`config.mk`:
```
export PLATFORM = sky130hd
export DESIGN_NAME = imi_front
export DESIGN_NICKNAME = d
export VERILOG_FILES = /design/src/design/imi_pkg.sv /design/src/design/imi_front.sv
export SDC_FILE = /design/constraint.sdc
export NUM_CORES = 1
export LEC_CHECK = 0
export ABC_AREA = 1
export CAP_MARGIN = 20
export CELL_PAD_IN_SITES_DETAIL_PLACEMENT = 0
export CELL_PAD_IN_SITES_GLOBAL_PLACEMENT = 1
export CORE_MARGIN = 1
export CORE_UTILIZATION = 45
export DETAILED_ROUTE_END_ITERATION = 8
export DONT_BUFFER_PORTS = 1
export GPL_ROUTABILITY_DRIVEN = 0
export GPL_TIMING_DRIVEN = 0
export PLACE_DENSITY_LB_ADDON = 0.25
export SLEW_MARGIN = 15
export SYNTH_ARGS = -nofsm -noshare
export SYNTH_HDL_FRONTEND = slang
export SYNTH_SLANG_ARGS = --single-unit
```
`constraint.sdc`:
```
create_clock -name clk -period 6.4 [get_ports clk]
set_input_delay 0.64 -clock clk [delete_from_list [all_inputs] [get_ports clk]]
set_output_delay 0.64 -clock clk [all_outputs]
set_load 0.02 [all_outputs]
```
`src/design/imi_pkg.sv`:
```
`default_nettype none
package imi_pkg;

  localparam int MASS_W = 24;
  localparam int MAG_W  = 32;
  localparam int FILT_W = 4;
  localparam int PTS_W  = 9;
  localparam int NF_W   = 5;
  localparam int THR_W  = 16;

  // Table shape; the table depths, the table addressing and the count clamps are built on these.
  localparam int MAX_POINTS  = 256;
  localparam int MAX_FILTERS = 16;

  localparam logic [MAG_W-1:0] SENTINEL_Q16 = 32'd65534719;

  typedef enum logic [1:0] {
    MODE_LOAD_MASS = 2'd0,
    MODE_LOAD_MAG  = 2'd1,
    MODE_QUERY     = 2'd2,
    MODE_NONE      = 2'd3
  } mode_t;

  typedef enum logic [1:0] {
    CFG_POINTS = 2'd0,
    CFG_FILTERS = 2'd1,
    CFG_THRESH = 2'd2,
    CFG_SPARE  = 2'd3
  } cfg_idx_t;

  // Back end sequencer states.
  typedef enum logic [3:0] {
    BK_IDLE,
    BK_SRCH_RD,
    BK_SRCH_WT,
    BK_SRCH_CMP,
    BK_PAIR_RD,
    BK_PAIR_WT,
    BK_PAIR_LAT,
    BK_MAG_RD,
    BK_MAG_WT,
    BK_MAG_LAT,
    BK_MUL,
    BK_DIV,
    BK_FIN,
    BK_EMIT
  } bk_state_t;

  // Front to back: one accepted item.
  typedef struct packed {
    logic [1:0]        mode;
    logic [7:0]        point_index;
    logic [FILT_W-1:0] filter_index;
    logic [MASS_W-1:0] mass_value;
    logic [MAG_W-1:0]  magnitude_value;
  } item_t;

  typedef struct packed {
    logic [FILT_W-1:0] result_filter;
    logic [MAG_W-1:0]  magnitude;
    logic              is_sentinel;
    logic              last_filter;
  } result_t;

endpackage
`default_nettype wire

```
`src/design/imi_front.sv`:
```
`default_nettype none
// Accepts items into a short queue that decouples the port from the back end.
module imi_front #(
  parameter int DEPTH = 4
) (
  input  wire logic           clk,
  input  wire logic           rst_n,
  input  wire logic           push,
  input  wire imi_pkg::item_t push_item,
  output logic                full,
  output logic                q_valid,
  output imi_pkg::item_t      q_item,
  input  wire logic           q_take
);
  import imi_pkg::*;

  localparam int AW = $clog2(DEPTH);

  item_t         mem [DEPTH];
  logic [AW-1:0] wp_r, wp_nxt, rp_r, rp_nxt;
  logic [AW:0]   cnt_r, cnt_nxt;
  logic          do_push, do_pop;

  assign full    = (cnt_r == (AW+1)'(DEPTH));
  assign q_valid = (cnt_r != '0);
  assign q_item  = mem[rp_r];
  assign do_push = push && !full;
  assign do_pop  = q_take && q_valid;

  always_comb begin
    wp_nxt  = do_push ? ((wp_r == AW'(DEPTH-1)) ? '0 : wp_r + 1'b1) : wp_r;
    rp_nxt  = do_pop  ? ((rp_r == AW'(DEPTH-1)) ? '0 : rp_r + 1'b1) : rp_r;
    cnt_nxt = cnt_r + (AW+1)'(do_push) - (AW+1)'(do_pop);
  end

  always_ff @(posedge clk) begin
    if (do_push) begin
      mem[wp_r] <= push_item;
    end
  end

  always_ff @(posedge clk) begin
    if (!rst_n) begin
      wp_r <= '0; rp_r <= '0; cnt_r <= '0;
    end else begin
      wp_r <= wp_nxt; rp_r <= rp_nxt; cnt_r <= cnt_nxt;
    end
  end
endmodule
`default_nettype wire

```
# After elaboration in Yosys (flattened, before gate mapping)
# Memory sizes are Yosys's and may differ from the RTL's. A register that Yosys moved wholly into a read port is not among the register bits.
# Cells that the tools add are included.
# totals
ff_bits	7
memories	1
in_bits	74
mem_bits_rw	280
output_inout_bits	72
# mem_list
name	words	word_bits	rd	rd_ports_with_merged_regs	write_ports	line	text
mem	4	70	1	1	1	imi_front.sv:19	item_t mem [DEPTH];
# op_classes
reduce_logical	4
n_mux	6
n_eq_ne	3
n_addsub	4
# op_table
op	count
2-bit 2-to-1 mux	4
2-bit by 1-bit adder with 2-bit output, second input constant	2
2-bit equality test, second input constant	2
3-bit by 1-bit adder with 3-bit output	1
3-bit equality test, second input constant	1
3-bit nonzero test	1
3-bit by 1-bit subtractor with 3-bit output	1
1-bit logical AND	2
1-bit 2-to-1 mux	2
1-bit logical NOT	1

# Depth between registers and ports, before layout
# Gate-level depths: netlist of the first run.
# depth
word_depth	5
ltp_mapped	11
mapped_depth_nobuf	11

# Worst setup path after synthesis of the first run
# OpenSTA, ideal clock, no wires.
# synth_timing
path_kind	input port to flip-flop
from	input port push
to	memory mem[0][0] (netlist name) (enable)
path_slack_ns	2.189
cell_stages	2
arrival_time_ns	3.713
path_cell_list	nand2_1 nor2_1
# synth_between
elab_chain_len	3
# synth_rtl
item	line	text
from (decl)	imi_front.sv:8	input wire logic push,
1-bit logical AND	imi_front.sv:27	assign do_push = push && !full;
1-bit 2-to-1 mux	imi_front.sv:37	if (do_push) begin
1-bit 2-to-1 mux (not written as such)	imi_front.sv:38	mem[wp_r] <= push_item;
to (decl)	imi_front.sv:19	
# Every way passes these cells.

==> flow_summary.toml, run 1 <==
[placement]
place_ws_ns = 3.76
dpl.hpwl_um = 15800
place.port_buffers = 0
place_area_mm2 = 0.0121

[clock_tree]
clockRootBuffer = "clkbuf_16"
cts_setup_buffers = 0
cts.sinks = 289
clk_pin_slew_ns = 0.06
cts.repair.resized = 0
holdBufCountCts = 0
clk_latency_ns = 0.54
htreeDepth = 1
ctsLongestPathBuffers = 3
numCtsBuffers = 29
cts_tree = "built"

[route]
ant_nets = 0
wl_per_cell_um = 22.3
vias = 6237
dr_wl_met3_um = 2130
routed_wl_um = 25200
highest_layer = "met4"
drt-initial-drc-count = 455
firstDrtPassIters = 5
met1_length_um = 9940
wl_met2_um = 12600
route.detailed.drc = 0
viasPerCell = 5.53

[power_and_ir_drop]
p_sw_share_pct = 34.9
p_sw_mw = 2.07
vdd_ir_drop_max_v = 0.000260
p_leak_nw = 4.29
combinationalPowerShare_pct = 30.7
clkPwrFrac_pct = 29.2
pwr-share-seq_pct = 40.1
p_per_area_mw_per_mm2 = 453
internal_power_mw = 3.88

[status]
outcome = "finished clean"

[floorplan]
start_util_pct = 46.5
fp.dieW_um = 161
fp.dieH_um = 161
io_pins = 146
core-area_mm2 = 0.0246
dieArea_mm2 = 0.0260
row_count = 57

[global_routing]
grt_pass1_wl_um = 38200
grt_max_degree = 25
grt_overflow = 0
antenna_found_initial = 0
first_global_vias = 6531
gr-usage-all-layers_pct = 19.5

[worst_setup_path]
criticalPathCategory = "reg -> out"
cp-end-kind = "output pin"
crit_chain = "inv_1 > clkbuf_1 > o21ai_1 > o22ai_1"
cp_top_family = "buffers and inverters"
cp_max_fo = 10
worst-path-buf-inv = 2
required_ns = 5.76
rr_startpoint = "cnt_r[1]"
worst_path_max_delay_cell = "dfxtp_1"
cp.arrival_ns = 2.49
startpoint_type = "flip-flop"
cpPeakStageDelay_ns = 0.47

[timing]
rsz0062_at_grt = "false"
max-slew-margin-rel_pct = 63.2
skew_ns = 0.00723
max_freq_ghz = 0.319
final.period_utilization_pct = 48.9
maxSlewViolCount = 0
holdWs_ns = 0.194
hold_violations = 0
setup_viol = 0
layout_setup_ws_ns = 3.27
fin_crit_ns = 3.13
worst_pin_slew_ns = 0.550

[yosys]
ys_ff_latch = 289
ys_top_cells_by_area = "edfxtp_1, o21ai_0, o22ai_2"
synth_largest_area_cell = "edfxtp_1"
syn_inst = 739
seq_area_frac_synth_pct = 75.1
syn_nets = 821
synth_area_mm2 = 0.0114
yosys_warnings = 0
synth_cell_type_count = 23
synth_top_area_share_pct = 73.6
syn_avg_cell_area_um2 = 15.5

[final_layout]
antenna_cells_inserted = 0
post_route_cells_drive_above_1_share_pct = 20.8
final_design_area_no_fill_mm2 = 0.0131
nNetsFinal = 864
utilization_pct = 53.4
area_delta_synth_final_pct = 14.9

[flow_run]
maxCapViolCount = 0

[worst_hold_path]
hold_path.class = "in -> reg"
hp-start = "push_item[37]"
## metal layers
layer / GRT usage (%) / vias up
met3: 6.42 / 38
met4: 5.62 / 0
met5: 0 / -
met1: 23.8 / 3130
met2: 33.1 / 210
li1: - / 2859
## final timing paths
kind,cells after the start,to,slack [ns]
setup / recovery,4,q_item[44],3.27
hold / removal,0,mem[2][37],0.19
setup reg to reg,10,cnt_r[2],4.09
hold reg to reg,2,rp_r[1],0.52
## state kept, by name, summed over array words and instances (netlist names), named ones only
register,flops
cnt_r,3
rp_r,2
wp_r,2
mem,280
## cells in the final DEF (no fill, tap or decap), types with 2 or more instances in the layout
master | netlist | final
buf_12 | 5 | 13
buf_16 | 0 | 4
buf_2 | 12 | 12
buf_6 | 7 | 7
bufinv_16 | 0 | 5
clkbuf_1 | 20 | 26
clkbuf_16 | 0 | 29
clkbuf_8 | 0 | 3
clkinv_1 | 0 | 2
clkinv_2 | 0 | 6
clkinvlp_4 | 0 | 2
dfxtp_1 | 9 | 9
edfxtp_1 | 280 | 280
ha_1 | 7 | 7
inv_1 | 13 | 13
nand2_1 | 11 | 11
nand3b_1 | 2 | 2
nor2_1 | 116 | 112
nor2_4 | 40 | 44
o21ai_0 | 110 | 110
o21ai_1 | 30 | 30
o22ai_1 | 30 | 30
o22ai_2 | 40 | 40
## power groups by stage
stage	registers [mW]	logic, mW	clock network, mW
after floorplan	2.43	1.35	0
after global placement	2.47	1.74	0
after global routing	2.41	1.96	1.85
after CTS	2.39	1.86	1.77
final	2.39	1.83	1.74
after detailed placement	2.43	1.86	0
## through the flow
stage | TNS, ns | std cells | total power [mW]
global placement | -100.30 | 1063 | 4.21
finish | 0 | 1128 | 5.95
global route | 0 | 1128 | 6.21
detailed placement | 0 | 1075 | 4.29
floorplan | 0 | 739 | 3.78
CTS | 0 | 1128 | 6.02
## synthesized netlist by cell type, drive strengths merged
library cell	count
ha	7
a21boi	1
nand2	11
xor2	1
nand3	1
inv	14
edfxtp	280
or2	1
buf	24
a21oi	1
o22ai	70
dfxtp	9
clkbuf	20
o21ai	140
fa	1
nand3b	2
nor2	156
## logic make-up (layout without fill, tap and decap cells)
group | count (synthesis) | after routing | share of synthesized area (%)
flops | 289 | 289 | 75.1
compound gates | 212 | 212 | 12.3
simple gates | 171 | 171 | 8.34
buf+inv | 58 | 123 | 3.25
fa+ha+maj | 8 | 8 | 0.941
xor+xnor | 1 | 1 | 0.0766
## worst register-to-register path: stages, from the launching register on
cell and delay, ns:
dfxtp_1 0.35, nor2_1 0.19, nand2_1 0.14, nand2_1 0.39, ha_1 0.32, inv_1 0.06, ha_1 0.14, inv_1 0.05
fa_1 0.40, nor2_1 0.12, nor2_1 0.05
## final cells by class
class                           count  area [um2]
Buffer                             44         314
Timing Repair Buffer               12         270
Tap cell                          324         405
Fill cell                        1976       11500
Multi-Input combinational cell    392        2500
Clock buffer                       38         790
Inverter                           14        57.6
Clock inverter                     15         203
Sequential cell                   289        8590
Power figures use the tool's default switching activity.
==> inputs of run 2 (changes only) <==
--- a/config.mk
+++ b/config.mk
@@ -5,7 +5,7 @@
 export SDC_FILE = /design/constraint.sdc
 export NUM_CORES = 1
 export LEC_CHECK = 0
-export ABC_AREA = 1
+export ABC_AREA = 0
 export CAP_MARGIN = 20
 export CELL_PAD_IN_SITES_DETAIL_PLACEMENT = 0
 export CELL_PAD_IN_SITES_GLOBAL_PLACEMENT = 1
==> constraint.sdc (replaced) <==
create_clock -name clk -period 3 [get_ports clk]
set_input_delay 0.3 -clock clk [delete_from_list [all_inputs] [get_ports clk]]
set_output_delay 0.3 -clock clk [all_outputs]
set_load 0.02 [all_outputs]
==> flow_summary.toml, run 2 <==
[yosys]
synth_largest_area_cell = "edfxtp_1"
ys.flop_type = "edfxtp_1"
seq_area_frac_synth_pct = 80.6
synth_area_mm2 = 0.0107
synthTopCellsByCount = "edfxtp_1, mux4_2, dfxtp_1, buf_2"
syn_avg_cell_area_um2 = 25.5
ys_top_cells_by_area = "edfxtp_1, mux4_2, dfxtp_1"
yosys_warnings = 0
synth_edf_count = 280
ys_ff_latch = 289
synthArstFlopShare_pct = 0
synth.most_common_cell = "edfxtp_1"
synth_top_area_share_pct = 78.9
syn_nets = 500
syn_inst = 418
synth_cell_type_count = 22

[worst_setup_path]
rr_startpoint = "cnt_r[1]"
cp.arrival_ns = 3.03
rr_endpoint = "cnt_r[2]"
worst-path-buf-inv = 4
cpMostUsedCell = "inv_1"
endpoint = "cnt_r[2]"
criticalPathCategory = "reg -> reg"
cp-end-kind = "flip-flop"
reg2reg_depth = 12
cpPeakStageDelay_ns = 0.45
required_ns = 3.42
ff2ff_setup_slack_ns = 0.39
crit_cells = 12
crit_chain = "nor3b_2 > nor2b_1 > buf_2 > inv_1 > ha_1 > inv_1 > ha_1 > inv_1 > fa_1 > xnor2_1 > xnor2_1 > and2_1"
cp_top_family = "adder cells"
startpoint_type = "flip-flop"
worst_path_max_delay_cell = "nor3b_2"
startpoint = "cnt_r[1]"
cp_max_fo = 7

[final_layout]
nNetsFinal = 606
utilization_pct = 56.0
post_route_cells_drive_above_1_share_pct = 25.5
largest_reg_flops = 280
area_delta_synth_final_pct = 20.5
final_common_cell = "edfxtp_1"
reg_top3 = "mem: 280 flops, cnt_r: 3 flops"
final_cell_mix = "edfxtp_1, dlygate4sd3_1, mux4_2"
largest_register = "mem"
final_design_area_no_fill_mm2 = 0.0128
nFillCells = 1707

[global_routing]
first_global_vias = 4943
grt_pass1_wl_um = 28000
antenna_found_initial = 1
grt_max_degree = 39
grt_overflow = 0
gr-usage-all-layers_pct = 15.4

[power_and_ir_drop]
p_per_area_mw_per_mm2 = 854
vdd_ir_drop_max_v = 0.000607
p_leak_nw = 4.09

[timing]
worst_pin_slew_ns = 0.598
setup_viol = 0
rsz0062_at_grt = "false"
max_freq_ghz = 0.383
finalSetupTns_ns = 0
max-slew-margin-rel_pct = 59.8
fin_crit_ns = 2.61
holdWs_ns = 0.116
skew_ns = 0.0121
maxSlewViolCount = 0
final.period_utilization_pct = 87.0
hold_violations = 0

[clock_tree]
clk_pin_slew_ns = 0.06
cts.repair.resized = 0
clockRootBuffer = "clkbuf_16"
cts_tree = "built"
ctsLongestPathBuffers = 3
numCtsBuffers = 29
clk_latency_ns = 0.52
htreeDepth = 1
cts.sinks = 289

[floorplan]
core-area_mm2 = 0.0229
fp.dieW_um = 156
fp.dieH_um = 156
row_count = 55
dieArea_mm2 = 0.0243
io_pins = 146
start_util_pct = 46.5

[placement]
place_area_mm2 = 0.0112
place.port_buffers = 0
dpl.hpwl_um = 10900

[route]
routed_wl_um = 18100
ant_nets = 0
vias = 4543
wl_per_cell_um = 21.1
firstDrtPassIters = 5
viasPerCell = 5.28
route.detailed.drc = 0
drt-initial-drc-count = 226

[worst_hold_path]
hold_path.class = "in -> reg"

[status]
outcome = "finished clean"

[flow_run]
maxCapViolCount = 0
run 2: cell types whose count changed after synthesis, moves of 4 or more:
cell      previous run  this run
buf_2               12         8
o22ai_2             40         0
nor2_4              40         0
clkbuf_1            20         1
buf_6                7         1
nor2_1             116         2
o21ai_0            110         2
mux4_2               0        70
and2_1               0         6
o22ai_1             30         0
inv_1               13         6
nand2_1             11         6
o21ai_1             30         0
run 2: per-stage QoR:
step | power (mW) | setup WS (ns) | instances
floorplan | 6.95 | 0.102 | 418
global placement | 7.36 | -1.41 | 731
detailed placement | 7.41 | 0.375 | 735
CTS | 11.1 | 0.352 | 859
global route | 11.4 | 0.142 | 860
finish | 11.0 | 0.389 | 860
run 2: worst reg2reg max path: cells and delay by family, from the launching register on:
family	cells	cell delay, ns
xor gates and xnor gates	2	0.27
adders and majority gates	3	0.75
buffers and inverters	4	0.38
DFF	1	0.38
and+or+nand+nor	3	0.73
run 2: kinds of logic (layout without fill, tap and decap cells):
logic type	Yosys count	after routing	share of synthesized area, %
compound gates	3	3	0.164
xor+xnor	2	2	0.164
fa+ha+maj	8	8	1.01
buf+inv	24	152	2.08
flops	289	289	80.6
mux	72	72	15.0
other cells	0	1	0
simple gates	20	20	1.02
run 2: worst min-delay path by stage:
stage	start	depth (start not counted)	slack (ns)	endpoint
floorplan	push_item[0]	0	0.40	mem[0][0]
global placement	push_item[39]	0	0.40	mem[2][39]
detailed placement	push_item[25]	0	0.40	mem[3][25]
CTS	q_take	2	0.09	rp_r[1]
global route	q_take	2	0.14	rp_r[1]
finish	q_take	2	0.12	rp_r[1]
run 2: layout make-up:
cell class,instances,area (um2),area share (%)
Timing Repair Buffer,75,806,6.28
Antenna cell,1,2.50,0.0195
Sequential cell,289,8590,66.9
Clock inverter,23,240,1.87
Buffer,18,199,1.55
Multi-Input combinational cell,105,1860,14.5
Inverter,6,22.5,0.175
Tap cell,313,392,3.05
Clock buffer,30,729,5.68
run 2: where the power goes:
part	internal, mW	total, mW	switching (mW)
clock	2.19	3.60	1.42
sequential	4.90	5.01	0.108
combinational	0.943	2.35	1.41
run 2: metal layers:
layer | wire length (um) | share of wire [%] | vias up | GRT usage [%]
met1 | 7050 | 39 | 2387 | 18.8
met3 | 983 | 5.4 | 29 | 3.44
met4 | 539 | 3.0 | 0 | 4.86
met2 | 9570 | 53 | 127 | 27.3
li1 | - | - | 2000 | -
met5 | 0 | 0 | - | 0
run 2: timing repair:
| item | in CTS | in global routing |
|---|---|---|
| buffers inserted | 0 | 0 |
| endpoints found under the hold margin | 282 | 0 |
| hold buffers | 71 | 0 |
